$ cat config.mk
export PLATFORM = sky130hd
export DESIGN_NAME = typed_packet_deframer
export DESIGN_NICKNAME = d
export VERILOG_FILES = /design/src/hdl/tpd_pkg.sv /design/src/hdl/tpd_fifo.sv /design/src/hdl/tpd_front.sv /design/src/hdl/tpd_back.sv /design/src/hdl/typed_packet_deframer.sv
export SDC_FILE = /design/constraint.sdc
export NUM_CORES = 1
export LEC_CHECK = 0
export BUFFER_PORTS_ARGS = -buffer_cell sky130_fd_sc_hd__buf_2
export CORE_ASPECT_RATIO = 1.5
export CORE_MARGIN = 1
export CORE_UTILIZATION = 55
export CTS_BUF_LIST = sky130_fd_sc_hd__clkbuf_16
export CTS_CLUSTER_DIAMETER = 200
export DETAILED_ROUTE_END_ITERATION = 16
export GPL_TIMING_DRIVEN = 0
export HOLD_SLACK_MARGIN = 0.1
export PLACE_DENSITY_LB_ADDON = 0.12
export SETUP_SLACK_MARGIN = 0.4
export SLEW_MARGIN = 15
export SYNTH_ARGS = -nofsm -noshare
export SYNTH_HDL_FRONTEND = slang
export SYNTH_SLANG_ARGS = --single-unit
$ cat constraint.sdc
create_clock -name clk -period 10.8 [get_ports clk]
set_input_delay 1.62 -clock clk [delete_from_list [all_inputs] [get_ports clk]]
set_output_delay 1.62 -clock clk [all_outputs]
set_load 0.03 [all_outputs]
$ cat src/hdl/tpd_pkg.sv
`timescale 1ns / 1ps
`default_nettype none
// ----------------------------------------------------------------------------
// tpd_pkg
// Shared types, constants and the type-code decoder of the packet deframer.
// ----------------------------------------------------------------------------
package tpd_pkg;

    localparam logic [7:0] BYTE_START  = 8'd129;
    localparam logic [7:0] BYTE_END    = 8'd128;
    localparam logic [7:0] ID_IDENTIFY = 8'd254;
    localparam logic [3:0] LEN_MASK    = 4'b1111;

    localparam int NUM_TYPES          = 7;
    localparam int SLOTS_PER_TYPE_DEF = 16;
    localparam int CMD_DEPTH          = 2;
    localparam int RES_DEPTH          = 2;

    localparam logic [2:0] VT_U8      = 3'd0;
    localparam logic [2:0] VT_U16     = 3'd1;
    localparam logic [2:0] VT_U32     = 3'd2;
    localparam logic [2:0] VT_S8      = 3'd3;
    localparam logic [2:0] VT_S16     = 3'd4;
    localparam logic [2:0] VT_S32     = 3'd5;
    localparam logic [2:0] VT_F32     = 3'd6;
    localparam logic [2:0] VT_INVALID = 3'd7;

    typedef enum logic [1:0] {
        PH_HUNT = 2'd0,
        PH_ID   = 2'd1,
        PH_TYPE = 2'd2,
        PH_DATA = 2'd3
    } phase_t;

    typedef enum logic [1:0] {
        KIND_VALUE    = 2'd0,
        KIND_IDENTIFY = 2'd1,
        KIND_ERROR    = 2'd2,
        KIND_NONE     = 2'd3
    } event_kind_t;

    typedef enum logic [1:0] {
        OP_CLEAR_U8 = 2'd0,
        OP_VALUE    = 2'd1,
        OP_DONE     = 2'd2
    } cmd_op_t;

    // request passed from the parser to the slot stage
    typedef struct packed {
        cmd_op_t     op;
        event_kind_t kind;
        logic [7:0]  id;
        logic [2:0]  vtype;
        logic [31:0] bits;
    } cmd_t;

    typedef struct packed {
        event_kind_t kind;
        logic [7:0]  id;
        logic [2:0]  vtype;
        logic [31:0] bits;
        logic [3:0]  slot;
        logic        overflow;
    } result_t;

    function automatic logic [2:0] decode_type(input logic [7:0] code);
        logic [2:0] t;
        case (code)
            8'd1:    t = VT_U8;
            8'd2:    t = VT_U16;
            8'd4:    t = VT_U32;
            8'd17:   t = VT_S8;
            8'd18:   t = VT_S16;
            8'd20:   t = VT_S32;
            8'd36:   t = VT_F32;
            default: t = VT_INVALID;
        endcase
        return t;
    endfunction

endpackage
`default_nettype wire

$ cat src/hdl/tpd_fifo.sv
`timescale 1ns / 1ps
`default_nettype none
// ----------------------------------------------------------------------------
// tpd_fifo
// Small register FIFO; head entry visible while not empty.
// ----------------------------------------------------------------------------
module tpd_fifo #(
    parameter int WIDTH = 8,
    parameter int DEPTH = 2
) (
    input  wire logic             clk,
    input  wire logic             rst_n,
    input  wire logic             push,
    input  wire logic [WIDTH-1:0] push_data,
    output logic                  full,
    input  wire logic             pop,
    output logic [WIDTH-1:0]      pop_data,
    output logic                  empty
);
    localparam int PTR_W = (DEPTH > 1) ? $clog2(DEPTH) : 1;
    localparam int CNT_W = $clog2(DEPTH + 1);

    logic [WIDTH-1:0] mem_reg [DEPTH];
    logic [PTR_W-1:0] wr_ptr_reg, wr_ptr_next;
    logic [PTR_W-1:0] rd_ptr_reg, rd_ptr_next;
    logic [CNT_W-1:0] count_reg, count_next;
    logic             do_push, do_pop;

    assign full     = (count_reg == CNT_W'(DEPTH));
    assign empty    = (count_reg == '0);
    assign do_push  = push && !full;
    assign do_pop   = pop && !empty;
    assign pop_data = mem_reg[rd_ptr_reg];

    always_comb
    begin
        wr_ptr_next = wr_ptr_reg;
        rd_ptr_next = rd_ptr_reg;
        count_next  = count_reg;
        if (do_push)
        begin
            wr_ptr_next = (wr_ptr_reg == PTR_W'(DEPTH - 1)) ? '0 : wr_ptr_reg + 1'b1;
        end
        if (do_pop)
        begin
            rd_ptr_next = (rd_ptr_reg == PTR_W'(DEPTH - 1)) ? '0 : rd_ptr_reg + 1'b1;
        end
        if (do_push && !do_pop)
        begin
            count_next = count_reg + 1'b1;
        end
        else if (do_pop && !do_push)
        begin
            count_next = count_reg - 1'b1;
        end
    end

    always_ff @(posedge clk or negedge rst_n)
    begin
        if (!rst_n)
        begin
            wr_ptr_reg <= '0;
            rd_ptr_reg <= '0;
            count_reg  <= '0;
        end
        else
        begin
            wr_ptr_reg <= wr_ptr_next;
            rd_ptr_reg <= rd_ptr_next;
            count_reg  <= count_next;
        end
    end

    always_ff @(posedge clk)
    begin
        if (do_push)
        begin
            mem_reg[wr_ptr_reg] <= push_data;
        end
    end

endmodule
`default_nettype wire

$ cat src/hdl/tpd_front.sv
`timescale 1ns / 1ps
`default_nettype none
// ----------------------------------------------------------------------------
// tpd_front
// Frame parser: tracks the packet phase, assembles field bytes, issues requests.
// ----------------------------------------------------------------------------
module tpd_front (
    input  wire logic        clk,
    input  wire logic        rst_n,
    input  wire logic        in_valid,
    input  wire logic [7:0]  in_byte,
    input  wire logic        answer_errors,
    output logic             cmd_push,
    output tpd_pkg::cmd_t    cmd_data
);
    tpd_pkg::phase_t phase_reg, phase_next;
    logic [7:0] id_reg, id_next;
    logic [2:0] type_reg, type_next;
    logic [2:0] expected_reg, expected_next;
    logic [2:0] taken_reg, taken_next;
    logic [7:0] asm_reg [4];
    logic [7:0] asm_next [4];
    logic [2:0] code_type;
    logic [2:0] taken_inc;

    assign code_type = tpd_pkg::decode_type(in_byte);
    assign taken_inc = taken_reg + 3'd1;

    // phase transitions
    always_comb
    begin
        phase_next = phase_reg;
        if (in_valid)
        begin
            case (phase_reg)
                tpd_pkg::PH_HUNT:
                begin
                    if (in_byte == tpd_pkg::BYTE_START)
                    begin
                        phase_next = tpd_pkg::PH_ID;
                    end
                end
                tpd_pkg::PH_ID:
                begin
                    phase_next = tpd_pkg::PH_TYPE;
                end
                tpd_pkg::PH_TYPE:
                begin
                    if (in_byte == tpd_pkg::BYTE_END || code_type == tpd_pkg::VT_INVALID)
                    begin
                        phase_next = tpd_pkg::PH_HUNT;
                    end
                    else
                    begin
                        phase_next = tpd_pkg::PH_DATA;
                    end
                end
                tpd_pkg::PH_DATA:
                begin
                    if (taken_inc == expected_reg)
                    begin
                        phase_next = tpd_pkg::PH_TYPE;
                    end
                end
                default:
                begin
                    phase_next = tpd_pkg::PH_HUNT;
                end
            endcase
        end
    end

    // datapath and request generation
    always_comb
    begin
        id_next       = id_reg;
        type_next     = type_reg;
        expected_next = expected_reg;
        taken_next    = taken_reg;
        for (int i = 0; i < 4; i++)
        begin
            asm_next[i] = asm_reg[i];
        end
        cmd_push       = 1'b0;
        cmd_data.op    = tpd_pkg::OP_DONE;
        cmd_data.kind  = tpd_pkg::KIND_NONE;
        cmd_data.id    = id_reg;
        cmd_data.vtype = '0;
        cmd_data.bits  = '0;
        if (in_valid)
        begin
            case (phase_reg)
                tpd_pkg::PH_HUNT:
                begin
                    if (in_byte == tpd_pkg::BYTE_START)
                    begin
                        cmd_push    = 1'b1;
                        cmd_data.op = tpd_pkg::OP_CLEAR_U8;
                    end
                end
                tpd_pkg::PH_ID:
                begin
                    id_next = in_byte;
                end
                tpd_pkg::PH_TYPE:
                begin
                    if (in_byte == tpd_pkg::BYTE_END)
                    begin
                        cmd_push    = 1'b1;
                        cmd_data.op = tpd_pkg::OP_DONE;
                        if (id_reg == tpd_pkg::ID_IDENTIFY)
                        begin
                            cmd_data.kind = tpd_pkg::KIND_IDENTIFY;
                        end
                        else if (answer_errors)
                        begin
                            cmd_data.kind = tpd_pkg::KIND_ERROR;
                        end
                        else
                        begin
                            cmd_data.kind = tpd_pkg::KIND_NONE;
                        end
                    end
                    else if (code_type != tpd_pkg::VT_INVALID)
                    begin
                        type_next     = code_type;
                        expected_next = in_byte[2:0] & tpd_pkg::LEN_MASK[2:0];
                        taken_next    = '0;
                    end
                end
                tpd_pkg::PH_DATA:
                begin
                    asm_next[taken_reg[1:0]] = in_byte;
                    taken_next               = taken_inc;
                    if (taken_inc == expected_reg)
                    begin
                        cmd_push       = 1'b1;
                        cmd_data.op    = tpd_pkg::OP_VALUE;
                        cmd_data.kind  = tpd_pkg::KIND_VALUE;
                        cmd_data.vtype = type_reg;
                        // 2-byte fields big-endian, 4-byte fields little-endian
                        if (expected_reg == 3'd1)
                        begin
                            cmd_data.bits = {24'd0, asm_next[0]};
                        end
                        else if (expected_reg == 3'd2)
                        begin
                            cmd_data.bits = {16'd0, asm_next[0], asm_next[1]};
                        end
                        else
                        begin
                            cmd_data.bits = {asm_next[3], asm_next[2], asm_next[1], asm_next[0]};
                        end
                    end
                end
                default:
                begin
                    cmd_push = 1'b0;
                end
            endcase
        end
    end

    always_ff @(posedge clk or negedge rst_n)
    begin
        if (!rst_n)
        begin
            phase_reg    <= tpd_pkg::PH_HUNT;
            expected_reg <= '0;
            taken_reg    <= '0;
        end
        else
        begin
            phase_reg    <= phase_next;
            expected_reg <= expected_next;
            taken_reg    <= taken_next;
        end
    end

    always_ff @(posedge clk)
    begin
        id_reg   <= id_next;
        type_reg <= type_next;
        for (int i = 0; i < 4; i++)
        begin
            asm_reg[i] <= asm_next[i];
        end
    end

endmodule
`default_nettype wire

$ cat src/hdl/tpd_back.sv
`timescale 1ns / 1ps
`default_nettype none
// ----------------------------------------------------------------------------
// tpd_back
// Slot stage: keeps per-type slot counters and builds the result items.
// ----------------------------------------------------------------------------
module tpd_back #(
    parameter int SLOTS_PER_TYPE = tpd_pkg::SLOTS_PER_TYPE_DEF
) (
    input  wire logic           clk,
    input  wire logic           rst_n,
    input  wire logic           cmd_empty,
    input  wire tpd_pkg::cmd_t  cmd_data,
    output logic                cmd_pop,
    input  wire logic           res_full,
    output logic                res_push,
    output tpd_pkg::result_t    res_data
);
    localparam int CNT_W = $clog2(SLOTS_PER_TYPE + 1);

    logic [CNT_W-1:0] cnt_reg [tpd_pkg::NUM_TYPES];
    logic [CNT_W-1:0] cnt_next [tpd_pkg::NUM_TYPES];
    logic [CNT_W-1:0] cnt_sel;
    logic             sat;

    assign cmd_pop = !cmd_empty && !res_full;
    assign cnt_sel = cnt_reg[cmd_data.vtype];
    assign sat     = (cnt_sel >= CNT_W'(SLOTS_PER_TYPE));

    always_comb
    begin
        for (int i = 0; i < tpd_pkg::NUM_TYPES; i++)
        begin
            cnt_next[i] = cnt_reg[i];
        end
        res_push          = 1'b0;
        res_data.kind     = cmd_data.kind;
        res_data.id       = cmd_data.id;
        res_data.vtype    = '0;
        res_data.bits     = '0;
        res_data.slot     = '0;
        res_data.overflow = 1'b0;
        if (cmd_pop)
        begin
            case (cmd_data.op)
                tpd_pkg::OP_CLEAR_U8:
                begin
                    cnt_next[tpd_pkg::VT_U8] = '0;
                end
                tpd_pkg::OP_VALUE:
                begin
                    res_push       = 1'b1;
                    res_data.vtype = cmd_data.vtype;
                    res_data.bits  = cmd_data.bits;
                    if (sat)
                    begin
                        res_data.overflow = 1'b1;
                    end
                    else
                    begin
                        res_data.slot           = 4'(cnt_sel);
                        cnt_next[cmd_data.vtype] = cnt_sel + 1'b1;
                    end
                end
                tpd_pkg::OP_DONE:
                begin
                    res_push = 1'b1;
                end
                default:
                begin
                    res_push = 1'b0;
                end
            endcase
        end
    end

    always_ff @(posedge clk or negedge rst_n)
    begin
        if (!rst_n)
        begin
            for (int i = 0; i < tpd_pkg::NUM_TYPES; i++)
            begin
                cnt_reg[i] <= '0;
            end
        end
        else
        begin
            for (int i = 0; i < tpd_pkg::NUM_TYPES; i++)
            begin
                cnt_reg[i] <= cnt_next[i];
            end
        end
    end

endmodule
`default_nettype wire

$ cat src/hdl/typed_packet_deframer.sv
`timescale 1ns / 1ps
`default_nettype none
// ----------------------------------------------------------------------------
// typed_packet_deframer
// Parses framed, typed-field packets from a received byte stream.
// ----------------------------------------------------------------------------
// Usage:
//  - Input queue side: drive rx_byte with push; the byte is taken at an edge
//    where push is high and full is low. One byte per cycle is sustained.
//  - Result queue side: while empty is low the oldest result sits on the
//    result ports; raise pop to take it. One result per cycle is sustained.
//  - Path: a byte that completes a field or a packet has its result pass
//    from the parser into the request queue, then through the slot stage
//    into the result queue, which presents it on the ports.
//  - Config: answer_errors is written through cfg_valid/cfg_data; cfg_ready
//    is always high. Write only while the block is idle.
//  - Reset (rst_n low, asynchronous): parser hunts for a start byte, slot
//    counters are cleared, both queues empty, answer_errors cleared.
//  - When the receiver stops popping, the two-entry result queue fills,
//    then the two-entry request queue, then full rises; no result is lost.
// ----------------------------------------------------------------------------
module typed_packet_deframer #(
    parameter int SLOTS_PER_TYPE = tpd_pkg::SLOTS_PER_TYPE_DEF
) (
    input  wire logic        clk,
    input  wire logic        rst_n,
    // configuration write channel
    input  wire logic        cfg_valid,
    output logic             cfg_ready,
    input  wire logic        cfg_data,
    // input queue side
    input  wire logic        push,
    output logic             full,
    input  wire logic [7:0]  rx_byte,
    // result queue side
    output logic             empty,
    input  wire logic        pop,
    output logic [1:0]       event_kind,
    output logic [7:0]       packet_id,
    output logic [2:0]       value_type,
    output logic [31:0]      value_bits,
    output logic [3:0]       slot_index,
    output logic             slot_overflow
);
    logic             answer_errors_reg;
    logic             in_valid;
    logic             cmd_push;
    logic             cmd_full;
    logic             cmd_empty;
    logic             cmd_pop;
    tpd_pkg::cmd_t    cmd_in;
    tpd_pkg::cmd_t    cmd_out;
    logic             res_push;
    logic             res_full;
    tpd_pkg::result_t res_in;
    tpd_pkg::result_t res_out;

    assign cfg_ready = 1'b1;
    assign full      = cmd_full;
    // every accepted byte may raise one request, so a free request slot
    // is all the parser needs
    assign in_valid  = push && !cmd_full;

    always_ff @(posedge clk or negedge rst_n)
    begin
        if (!rst_n)
        begin
            answer_errors_reg <= 1'b0;
        end
        else if (cfg_valid && cfg_ready)
        begin
            answer_errors_reg <= cfg_data;
        end
    end

    tpd_front u_front (
        .clk           (clk),
        .rst_n         (rst_n),
        .in_valid      (in_valid),
        .in_byte       (rx_byte),
        .answer_errors (answer_errors_reg),
        .cmd_push      (cmd_push),
        .cmd_data      (cmd_in)
    );

    // request queue between parser and slot stage
    tpd_fifo #(
        .WIDTH ($bits(tpd_pkg::cmd_t)),
        .DEPTH (tpd_pkg::CMD_DEPTH)
    ) u_cmd_fifo (
        .clk       (clk),
        .rst_n     (rst_n),
        .push      (cmd_push),
        .push_data (cmd_in),
        .full      (cmd_full),
        .pop       (cmd_pop),
        .pop_data  (cmd_out),
        .empty     (cmd_empty)
    );

    tpd_back #(
        .SLOTS_PER_TYPE (SLOTS_PER_TYPE)
    ) u_back (
        .clk       (clk),
        .rst_n     (rst_n),
        .cmd_empty (cmd_empty),
        .cmd_data  (cmd_out),
        .cmd_pop   (cmd_pop),
        .res_full  (res_full),
        .res_push  (res_push),
        .res_data  (res_in)
    );

    // result queue presented on the output ports
    tpd_fifo #(
        .WIDTH ($bits(tpd_pkg::result_t)),
        .DEPTH (tpd_pkg::RES_DEPTH)
    ) u_res_fifo (
        .clk       (clk),
        .rst_n     (rst_n),
        .push      (res_push),
        .push_data (res_in),
        .full      (res_full),
        .pop       (pop),
        .pop_data  (res_out),
        .empty     (empty)
    );

    assign event_kind    = res_out.kind;
    assign packet_id     = res_out.id;
    assign value_type    = res_out.vtype;
    assign value_bits    = res_out.bits;
    assign slot_index    = res_out.slot;
    assign slot_overflow = res_out.overflow;

endmodule
`default_nettype wire

# == Yosys cells after proc, flatten, opt, wreduce, memory -nomap -nowiden ==
# Memories as Yosys holds them, arrays and structs flattened.
# Index checks and enable logic that the tools add are counted.
# totals
register_bits,63
ramBits,226
in_bits,14
elab_cells,161
n_memories,3
# classes
add_sub_neg,10
magnitude_cmp,5
n_eq_ne,27
muxes,57
n_bitwise,4
n_reduce_logical,36
# memory_table
memory,depth,word_bits,rd,rd_ports_with_merged_regs,wr,line_no,text
u_res_fifo.mem_reg,2,50,1,0,1,tpd_fifo.sv:23,logic [WIDTH-1:0] mem_reg [DEPTH];
u_cmd_fifo.mem_reg,2,47,1,0,1,tpd_fifo.sv:23,
u_front.asm_reg,4,8,4,0,4,tpd_front.sv:21,logic [7:0] asm_reg [4];
# ops
cell,n
$mux 35,4
$mux 32,4
$mux 40,2
$bwmux 35,1
$bwmux 32,1
$eq 8x5->1 const B,3
$eq 8x8->1 const B,3
$pmux 3 s7,1
$mux 2,10
$demux 8 s2,1
$mux 1,16
$bmux 5 s3,1
$demux 5 s3,1
$mux 5,3
$logic_and 1x1->1,12
$mux 4,3
$eq 2x2->1 const B,5
$pmux 5 s2,1
$reduce_and 3->1,3
$eq 8x1->1 const B,1
$eq 8x2->1 const B,1
$eq 8x3->1 const B,1
$eq 8x6->1 const B,1
$logic_not 1->1,8
34 further kinds,52

# == Logic depth before layout (Yosys ltp) ==
# Gate-level depths: netlist of run 1.
# logic_depth
depth_word,11
ltp_mapped,13

# == Modules after synthesis ==
# From an unflattened synthesis of run 1, not the netlist that was laid out.
# unflattened
hier_cells,820
hier_area_um2,12996.2
# modules_own_cells
mod,instances,cells_per_inst,area_each_um2,seq_area_each_um2
tpd_fifo (u_res_fifo),1,175,4057.6,3103.0
tpd_fifo (u_cmd_fifo),1,165,3667.3,2922.8
tpd_front,1,263,2950.3,1491.4
tpd_back,1,212,2263.4,875.8
typed_packet_deframer,1,5,57.6,25.0

# == Least setup slack after synthesis of run 1 ==
# Ideal clock, no wire load.
# synth_path
path_kind,input to register
from,input rx_byte[1]
to,memory u_cmd_fifo.mem_reg[0][0] in the netlist's numbering (enable)
setup_time_ps,568
arrival_time_ps,6711
path_slack_ps,3520
cell_stages,6
cell_sequence,clkbuf_1 nor2_1 nand4_1 inv_1 a2bb2oi_1 nor4_1
# synth_via
elab_chain_len,7
word_cells_on_any_way,9
cone_classes,eq/ne: 2; mux: 6; reduce/logical: 1
# synth_lines
element,line_no,text
start: declaration,typed_packet_deframer.sv:34,"input wire logic [7:0] rx_byte,"
"$eq 8x8->1, on equally long branches","tpd_front.sv:107, tpd_front.sv:95",
"$mux 1, on equally long branches","tpd_front.sv:107, tpd_front.sv:95",
$pmux 1 s3 (*),tpd_front.sv:92,case (phase_reg)
$mux 1 (*),tpd_front.sv:90,if (in_valid)
$logic_and 1x1->1 (*),tpd_fifo.sv:31,assign do_push = push && !full;
$mux 1 (*),tpd_fifo.sv:76,if (do_push)
$mux 1 (implied by the code) (*),tpd_fifo.sv:78,mem_reg[wr_ptr_reg] <= push_data;
end: declaration,tpd_fifo.sv:23,
# Mark *: on every way between the ends. The rest lies on a longest branch, timed or not.

# == Final worst setup path of run 1 ==
# layout_path
from,input rx_byte[1]
to,memory u_cmd_fifo.mem_reg[0][21] in the netlist's numbering (enable)
# Same word-level chain as after synthesis.

==> run summary, run 1 <==
The run finished with clean final reports. The post-synthesis net count is around 830. The total die area is 0.0231 mm2. The initial antenna violation count was 0.

The number of nets at the end of the flow is 936. The commonest non-fill, non-tap cell in the layout is sky130_fd_sc_hd__edfxtp_1. The top fanout value on the critical path came out at 10.

Dividing the detail-routed wire length by the instance count gives 21.2 um. Summed over all cells, the static leakage comes to between 5 and 6 nW. The deepest level of the CTS H-tree came out at 1.

The total overflow left after global routing is 0. In this design, the stage delay of the slowest critical-path cell is around 0.31 ns. TritonCTS built the clock tree.

The clock transition time at the flip-flop clock pins of the worst setup and hold paths came out at roughly 0.060 ns. The headroom to the max-slew limit is about 23%. Setup violations remaining at the end of the flow were counted as 0. The post-synthesis instance area came out at 0.0124 mm2. The number of synthesis warnings came out at 0. The vertical die dimension came out at roughly 190 um. Global routing used between 20% and 30% of the available tracks across all layers.

The upper clock frequency limit came out at about 0.23 GHz. The synthesized netlist cell count came out at 804. Global routing used a little over 40% of the available met2 tracks. Broken down by cell family, the worst path's largest delay share belongs to buffers and inverters. The layout has ~1,600 filler cells. The number of placement rows came out at 66. The cell sitting at the root of the clock tree is a sky130_fd_sc_hd__clkbuf_16.

The leading register cell type out of synthesis is sky130_fd_sc_hd__edfxtp_1. The startpoint of the tightest hold check path is u_back.cnt_reg[29]. The standard cell core area is ~0.022 mm2. After detailed routing, the total wire length is approximately 26 mm.

The count of distinct cell types in the synthesized netlist came out at just over 70. The number of sinks driven by the clock tree came out at about 290. The final sum of negative setup slack came out at 0 ns.

In this run the worst setup path begins at rx_byte[1]. The post-cts gate resize count came out at 0. The critical path's most frequent cell is sky130_fd_sc_hd__buf_2. The area taken by multi-input logic gates came out at 0.00369 mm2. The detailed-placement wirelength estimate came out at 18.4 mm. The first detailed-routing pass ran for 5 iterations. Buffers inserted to repair hold after CTS numbered 0. The met3 usage is between 2 and 3%. The starting density of the core is a little under three fifths. The longest clock path from root to sink contains 3 buffers.

The share of layout cells above drive strength 1 came out at between 20% and 30%. The combined buffer and inverter count along the critical path is 9. The number of max-slew violations in the final report came to 0. The critical path startpoint category is an input pin. The portion of the clock cycle consumed by the worst path in the final layout came out at between 30% and 40%. For this design, the slowest cell found on the critical path is sky130_fd_sc_hd__nor4_2. The mean instance size in the synthesized netlist is between 15 and 20 um2.

The clock skew is ~0.019 ns. The power density normalized to cell area is 268 mW/mm2. The routed design could run at a clock period as short as 4.28 ns. The worst register-to-register path begins at u_cmd_fifo.rd_ptr_reg.

The layer flagged by global routing as most heavily used is met2. The global placer's final weighted congestion came out at around 0.89. The DRC violations left is 0. The tool flagged a number of max-cap violations equal to 0.

From left edge to right edge, the die measures ~120 um. The largest net degree at the start of global routing came out at 53. The worst setup margin came out at ~6.5 ns. The pre-CTS setup slack came out at 5.98 ns. The top cell types in the final layout, fill and taps aside, are sky130_fd_sc_hd__edfxtp_1, sky130_fd_sc_hd__mux2_2, sky130_fd_sc_hd__buf_2, sky130_fd_sc_hd__nor2_1, sky130_fd_sc_hd__mux2i_1. The first routing iteration left 511 violations. The critical path is of the in2reg type. For the pin with the worst max-slew slack, the measured transition is 1.16 ns. The layout overhead on the synthesized area is 13.1%.

The antenna diode count came out at 0. The total clock buffers created by CTS is 28. The worst-skew pair later-pin latency came out at ~0.55 ns. The count of final hold-check violations is 0.

The area taken by flip-flops and latches came out at ~0.0084 mm2. The arrival time at the worst endpoint came out at 4.52 ns. 67 I/O pins were placed. The antenna violation net count after detailed routing came out at 0. For met1 alone, demand over resource in global routing was between 20% and 30%. The via count is between 6,000 and 7,000. In this run, synthesis inferred 237 flip-flops with an integrated enable. In this run the worst hold path is classified as reg2reg. Setup repair after global routing left no endpoint under its margin. At the worst endpoint, the required time is around 11 ns. The worst voltage drop across the vdd grid is between 0.0001 and 0.00015 V. The sequential fraction of the synthesis area is about 70%.

In this run the post-CTS setup repair buffer count came out at 0. STA classifies the critical path endpoint as a flop. In this run the tool buffered the top-level ports with 65 buffer cells. Walking the worst path, the cells encountered are buf_2, clkbuf_1, nor2_1, nand4_1, inv_1, a2bb2oi_1, nor4_2, buf_4, buf_2, buf_2, buf_4, buf_2, buf_2. The count of state elements after synthesis is between 200 and 300. The number of flip-flops in the largest register came out at 100. The detailed-route vias per instance came out at around 5.8. The number of global-route vias before repair was 7,292. Counting flops with an async set or reset pin after synthesis yields a share of between 10% and 20%. The wire length of the first global-routing pass came out at between 40 and 50 mm.
[final cells by class]
cell class,instances,area share (%)
flip-flops and latches,289,60.1
multi-input cells,445,26.4
clock buffers,28,5.00
repair buffers,75,3.05
well taps,272,2.43
plain buffers,34,1.10
clock inverters,24,1.02
inverters,36,0.964
[metal layers]
metal  up-vias  wire (um)
met4         0       1170
met2       202      13300
li1       3210          -
met3        76        921
met5         -          0
met1      3507      10200
[cells in the mapped netlist (3+ instances only)]
master | count | area (um2)
sky130_fd_sc_hd__nor2_1 | 67 | 251
sky130_fd_sc_hd__buf_2 | 3 | 15.0
sky130_fd_sc_hd__mux2i_1 | 53 | 531
sky130_fd_sc_hd__o32ai_1 | 3 | 26.3
sky130_fd_sc_hd__nand4_1 | 3 | 18.8
sky130_fd_sc_hd__a21o_1 | 8 | 60.1
sky130_fd_sc_hd__xor2_1 | 6 | 52.6
sky130_fd_sc_hd__mux2_1 | 3 | 33.8
sky130_fd_sc_hd__ha_1 | 13 | 163
sky130_fd_sc_hd__a22o_1 | 4 | 35.0
sky130_fd_sc_hd__nor3_1 | 7 | 35.0
sky130_fd_sc_hd__a221oi_4 | 3 | 78.8
sky130_fd_sc_hd__nor3b_1 | 3 | 22.5
sky130_fd_sc_hd__nand2_1 | 31 | 116
sky130_fd_sc_hd__inv_1 | 36 | 135
sky130_fd_sc_hd__nand2b_1 | 8 | 50.1
sky130_fd_sc_hd__o21ai_0 | 7 | 35.0
sky130_fd_sc_hd__a21oi_1 | 5 | 25.0
sky130_fd_sc_hd__o2bb2ai_1 | 3 | 26.3
sky130_fd_sc_hd__and2_1 | 8 | 50.1
sky130_fd_sc_hd__dfrtp_1 | 52 | 1300
sky130_fd_sc_hd__edfxtp_1 | 237 | 7120
sky130_fd_sc_hd__a211oi_1 | 8 | 60.1
sky130_fd_sc_hd__o22ai_1 | 10 | 62.6
sky130_fd_sc_hd__mux2_4 | 3 | 45.0
sky130_fd_sc_hd__xnor2_1 | 10 | 87.6
sky130_fd_sc_hd__buf_1 | 5 | 18.8
sky130_fd_sc_hd__mux2_2 | 100 | 1130
sky130_fd_sc_hd__clkbuf_1 | 23 | 86.3
sky130_fd_sc_hd__o31ai_1 | 7 | 52.6
sky130_fd_sc_hd__nand3_1 | 8 | 40.0
sky130_fd_sc_hd__nor2b_1 | 16 | 100
sky130_fd_sc_hd__and3_1 | 6 | 37.5
[power by group]
group	internal (mW)	switching, mW
logic	0.466	0.846
registers	1.48	0.0665
clock network	0.495	0.401
total	2.44	1.31
[final timing paths]
path / endpoint / slack (ns) / depth (start not counted)
max in group asynchronous: u_front.taken_reg[1] / 9.18 / 1
hold / removal: u_back.cnt_reg[29] / 0.46 / 1
hold reg to reg: u_back.cnt_reg[29] / 0.46 / 1
setup reg to reg: u_back.cnt_reg[12] / 6.54 / 12
setup / recovery: u_cmd_fifo.mem_reg[0][21] / 6.52 / 13
min in group asynchronous: u_back.cnt_reg[23] / 1.14 / 1
[stage by stage]
step	power [mW]	hold slack, ns	cells	cell area (um2)	utilization [%]
6_report	3.75	0.462	1203	14000	64.0
5_1_grt	3.93	0.486	1203	14000	64.0
4_1_cts	3.78	0.466	1203	14000	64.0
3_5_place_dp	2.89	0.453	1151	13200	60.2
3_3_place_gp	2.84	0.445	1141	13100	59.6
2_1_floorplan	2.51	0.428	804	12400	-
[cell families (layout without fill, tap and decap cells)]
family          count (synthesis)  in the layout  share of synthesized area, %
flops                         289            289                          68.0
simple gates                  171            171                          6.92
mux                           161            161                          14.4
compound gates                 82             82                          5.79
buf+inv                        70            197                          2.33
xor+xnor                       17             17                          1.26
fa+ha+maj                      13             13                          1.31
other cells                     1              1                        0.0303
(Power assumes the default switching activity.)
==> inputs of run 2 (changes only) <==
- clock period: 10.8 -> 3.9 ns (I/O delays scaled with it)
==> run summary, run 2 (synthesis results as in run 1) <==
The run finished with clean final reports. The number of max-slew violations in the final report came out at 0. The worst hold path belongs to the class in2async.

Cells with a size suffix above 1 make up between 20% and 30% of the layout. The total power came out at 10.5 mW. The area taken by flip-flops and latches came out at around 0.0084 mm2. The largest net degree at the start of global routing is 53. The delay of the slowest cell on the worst path is ~0.34 ns. In this run the cell area measured after placement is roughly 0.013 mm2.

The number of search-and-repair iterations in the first detailed-routing pass is 5. The vertical die dimension is roughly 190 um. The worst voltage drop across the vdd grid is approximately 0.00043 V.

The total clock buffers created by CTS came out at 27. The library cells used most frequently in the layout, excluding fill and tap cells, are sky130_fd_sc_hd__edfxtp_1, sky130_fd_sc_hd__mux2_2, sky130_fd_sc_hd__buf_2, sky130_fd_sc_hd__nor2_1, sky130_fd_sc_hd__mux2i_1. The initial antenna violation count came out at 0. The total die area is about 0.023 mm2.

The final critical path time including I/O delays and setup is about 3.3 ns. The via count came out at approximately 6,900. For this design, the sink count on the clock tree is a little under 300. The arrival time at the worst endpoint is 3.75 ns. The number of ports placed on the die boundary is 67.

The average wire per cell in the routed design came out at 21.2 um. The floorplan has 66 rows. Measured against its own limit, the worst slew margin works out to between 30 and 40%.

The area taken by multi-input logic gates is 0.00372 mm2. The buffer cell driving the clock tree root is sky130_fd_sc_hd__clkbuf_16. After clock tree synthesis, the clock-pin slew on the worst setup and hold paths is 0.07 ns. The total overflow left after global routing is 0.

The antenna violation net count after detailed routing is 0. The final-layout fill cell count came out at ~1,600. The number of instances in the placed design came out at roughly 1,100. The combined buffer and inverter count along the critical path came out at 6.

The critical path startpoint category is a flop. The count of final hold-check violations is 0. With fillers left out, the area of the finished cells amounts to 0.0141 mm2. The TritonCTS clock tree is built. Leaving out fill and tap cells, the most frequent cell in the layout is sky130_fd_sc_hd__edfxtp_1. For the final database, setup skew stands at around 0.018 ns.

The count of input and output buffers came out at between 60 and 70. The clock reaches the later pin of the worst-skew pair after roughly 0.53 ns. The worst setup path category is reg2reg. The first global-routing pass estimated 39.3 mm of wire. The number of standard cells in the final layout excluding fillers is 1,197.

The type of element capturing the critical path is a flop. Traced cell by cell, the critical path runs through buf_6, buf_8, clkbuf_4, buf_4, mux2i_1, ha_1, o221ai_4, a21oi_2, buf_2, o21ai_4, nor3_4, buf_4, mux2_1. At the end of the flow, the number of nets in the layout was a little over 900. The power density normalized to cell area came out at between 700 and 800 mW/mm2. Setup repair after global routing left no endpoint under its margin. The detailed-route vias per instance came out at between 5 and 6.

The tool flagged a number of max-cap violations equal to 0. The cell with the largest stage delay on the worst path is sky130_fd_sc_hd__dfrtp_1. Among cell families on the critical path, the largest total delay comes from buffers and inverters. The global placer's final weighted congestion is between 0.9 and 1. The static power due to leakage came out at between 5 and 6 nW. The DRC violations left is 0. The starting DRC count in detailed routing came out at about 430. CTS built an H-tree with a depth of 1. The register with the most flip-flops in the layout has 100 of them.

The measured slew at the worst slew-check pin is 0.921 ns. In this run the worst path has a maximum fanout of 10. The global-route usage over all layers is around 22%. The minimum hold slack came out at 0.118 ns.

The worst path uses between 80 and 90% of the clock period. The die extent in x came out at ~120 um. The number of endpoints failing setup at the final stage came out at 0. The layout overhead on the synthesized area is 13.7%. The repair_antennas step left the layout with diodes totalling 0. The upper clock frequency limit came out at between 0.2 and 0.3 GHz. Wires add up to around 25 mm.

The detailed-placement wirelength estimate is 18.2 mm. The total area inside the core boundary comes to ~0.022 mm2. For the worst setup path, the data required time is ~4.3 ns.

The starting density of the core came out at roughly 57%. The critical path's most frequent cell is sky130_fd_sc_hd__buf_4. The number of global-route vias before repair is approximately 7,000. The clock passes through at most 3 buffers.
[run 2: changes by cell type in the layout (fill, tap and decap cells not counted), sizes merged]
cell	previous run	this run
inv	46	43
clkinv	13	10
buf	86	84
bufinv	1	3
[run 2: stage by stage]
stage                     setup TNS, ns  utilization, %  setup WS, ns
after floorplan                       0               -         0.527
after global placement           -65.38            59.7        -0.486
after detailed placement          -5.86            60.3        -0.429
after CTS                             0            64.2         0.409
after global routing                  0            64.4         0.435
final                                 0            64.4         0.553
[run 2: area by class of cell]
class | count | share of cell area, %
well taps | 272 | 2.42
inverters | 36 | 0.959
plain buffers | 34 | 1.15
clock buffers | 27 | 4.80
multi-input cells | 445 | 26.4
flip-flops and latches | 289 | 59.8
clock inverters | 20 | 1.26
repair buffers | 74 | 3.21
[run 2: report_power, final]
part           internal, mW  total (mW)  leakage (nW)  switching (mW)
Combinational          1.31        3.66          2.13            2.36
Clock                  1.46        2.56         0.442            1.10
Sequential             4.09        4.29          2.87           0.192
Total                  6.86        10.5          5.45            3.65
[run 2: timing repair]
action / 4_1_cts / 5_1_grt
gates resized for setup: 4 / 3
pin swaps: 0 / 1
hold buffers: 0 / 0
endpoints found under the setup margin: 84 / 14
buffers inserted: 0 / 2
hold endpoints to repair: 0 / 0
[run 2: final timing paths]
path | depth (start not counted) | to | slack (ns) | from
worst max-delay path | 13 | u_back.cnt_reg[11] | 0.55 | u_cmd_fifo.rd_ptr_reg
worst min register to register | 1 | u_back.cnt_reg[29] | 0.47 | u_back.cnt_reg[29]
min in group clk | 1 | u_front.id_reg[4] | 0.26 | rx_byte[4]
worst min-delay path | 1 | u_back.cnt_reg[3] | 0.12 | rst_n
worst max register to register | 13 | u_back.cnt_reg[11] | 0.55 | u_cmd_fifo.rd_ptr_reg
max in group asynchronous | 1 | u_back.cnt_reg[34] | 3.32 | rst_n
[run 2: routing by layer]
metal / part of all wire, % / vias to the layer above / track usage (%)
met4: 3.4 / 0 / 8.72
met3: 4.0 / 54 / 2.82
met2: 53 / 184 / 40.8
met5: 0 / - / 0
li1: - / 3206 / -
met1: 39 / 3470 / 25.9
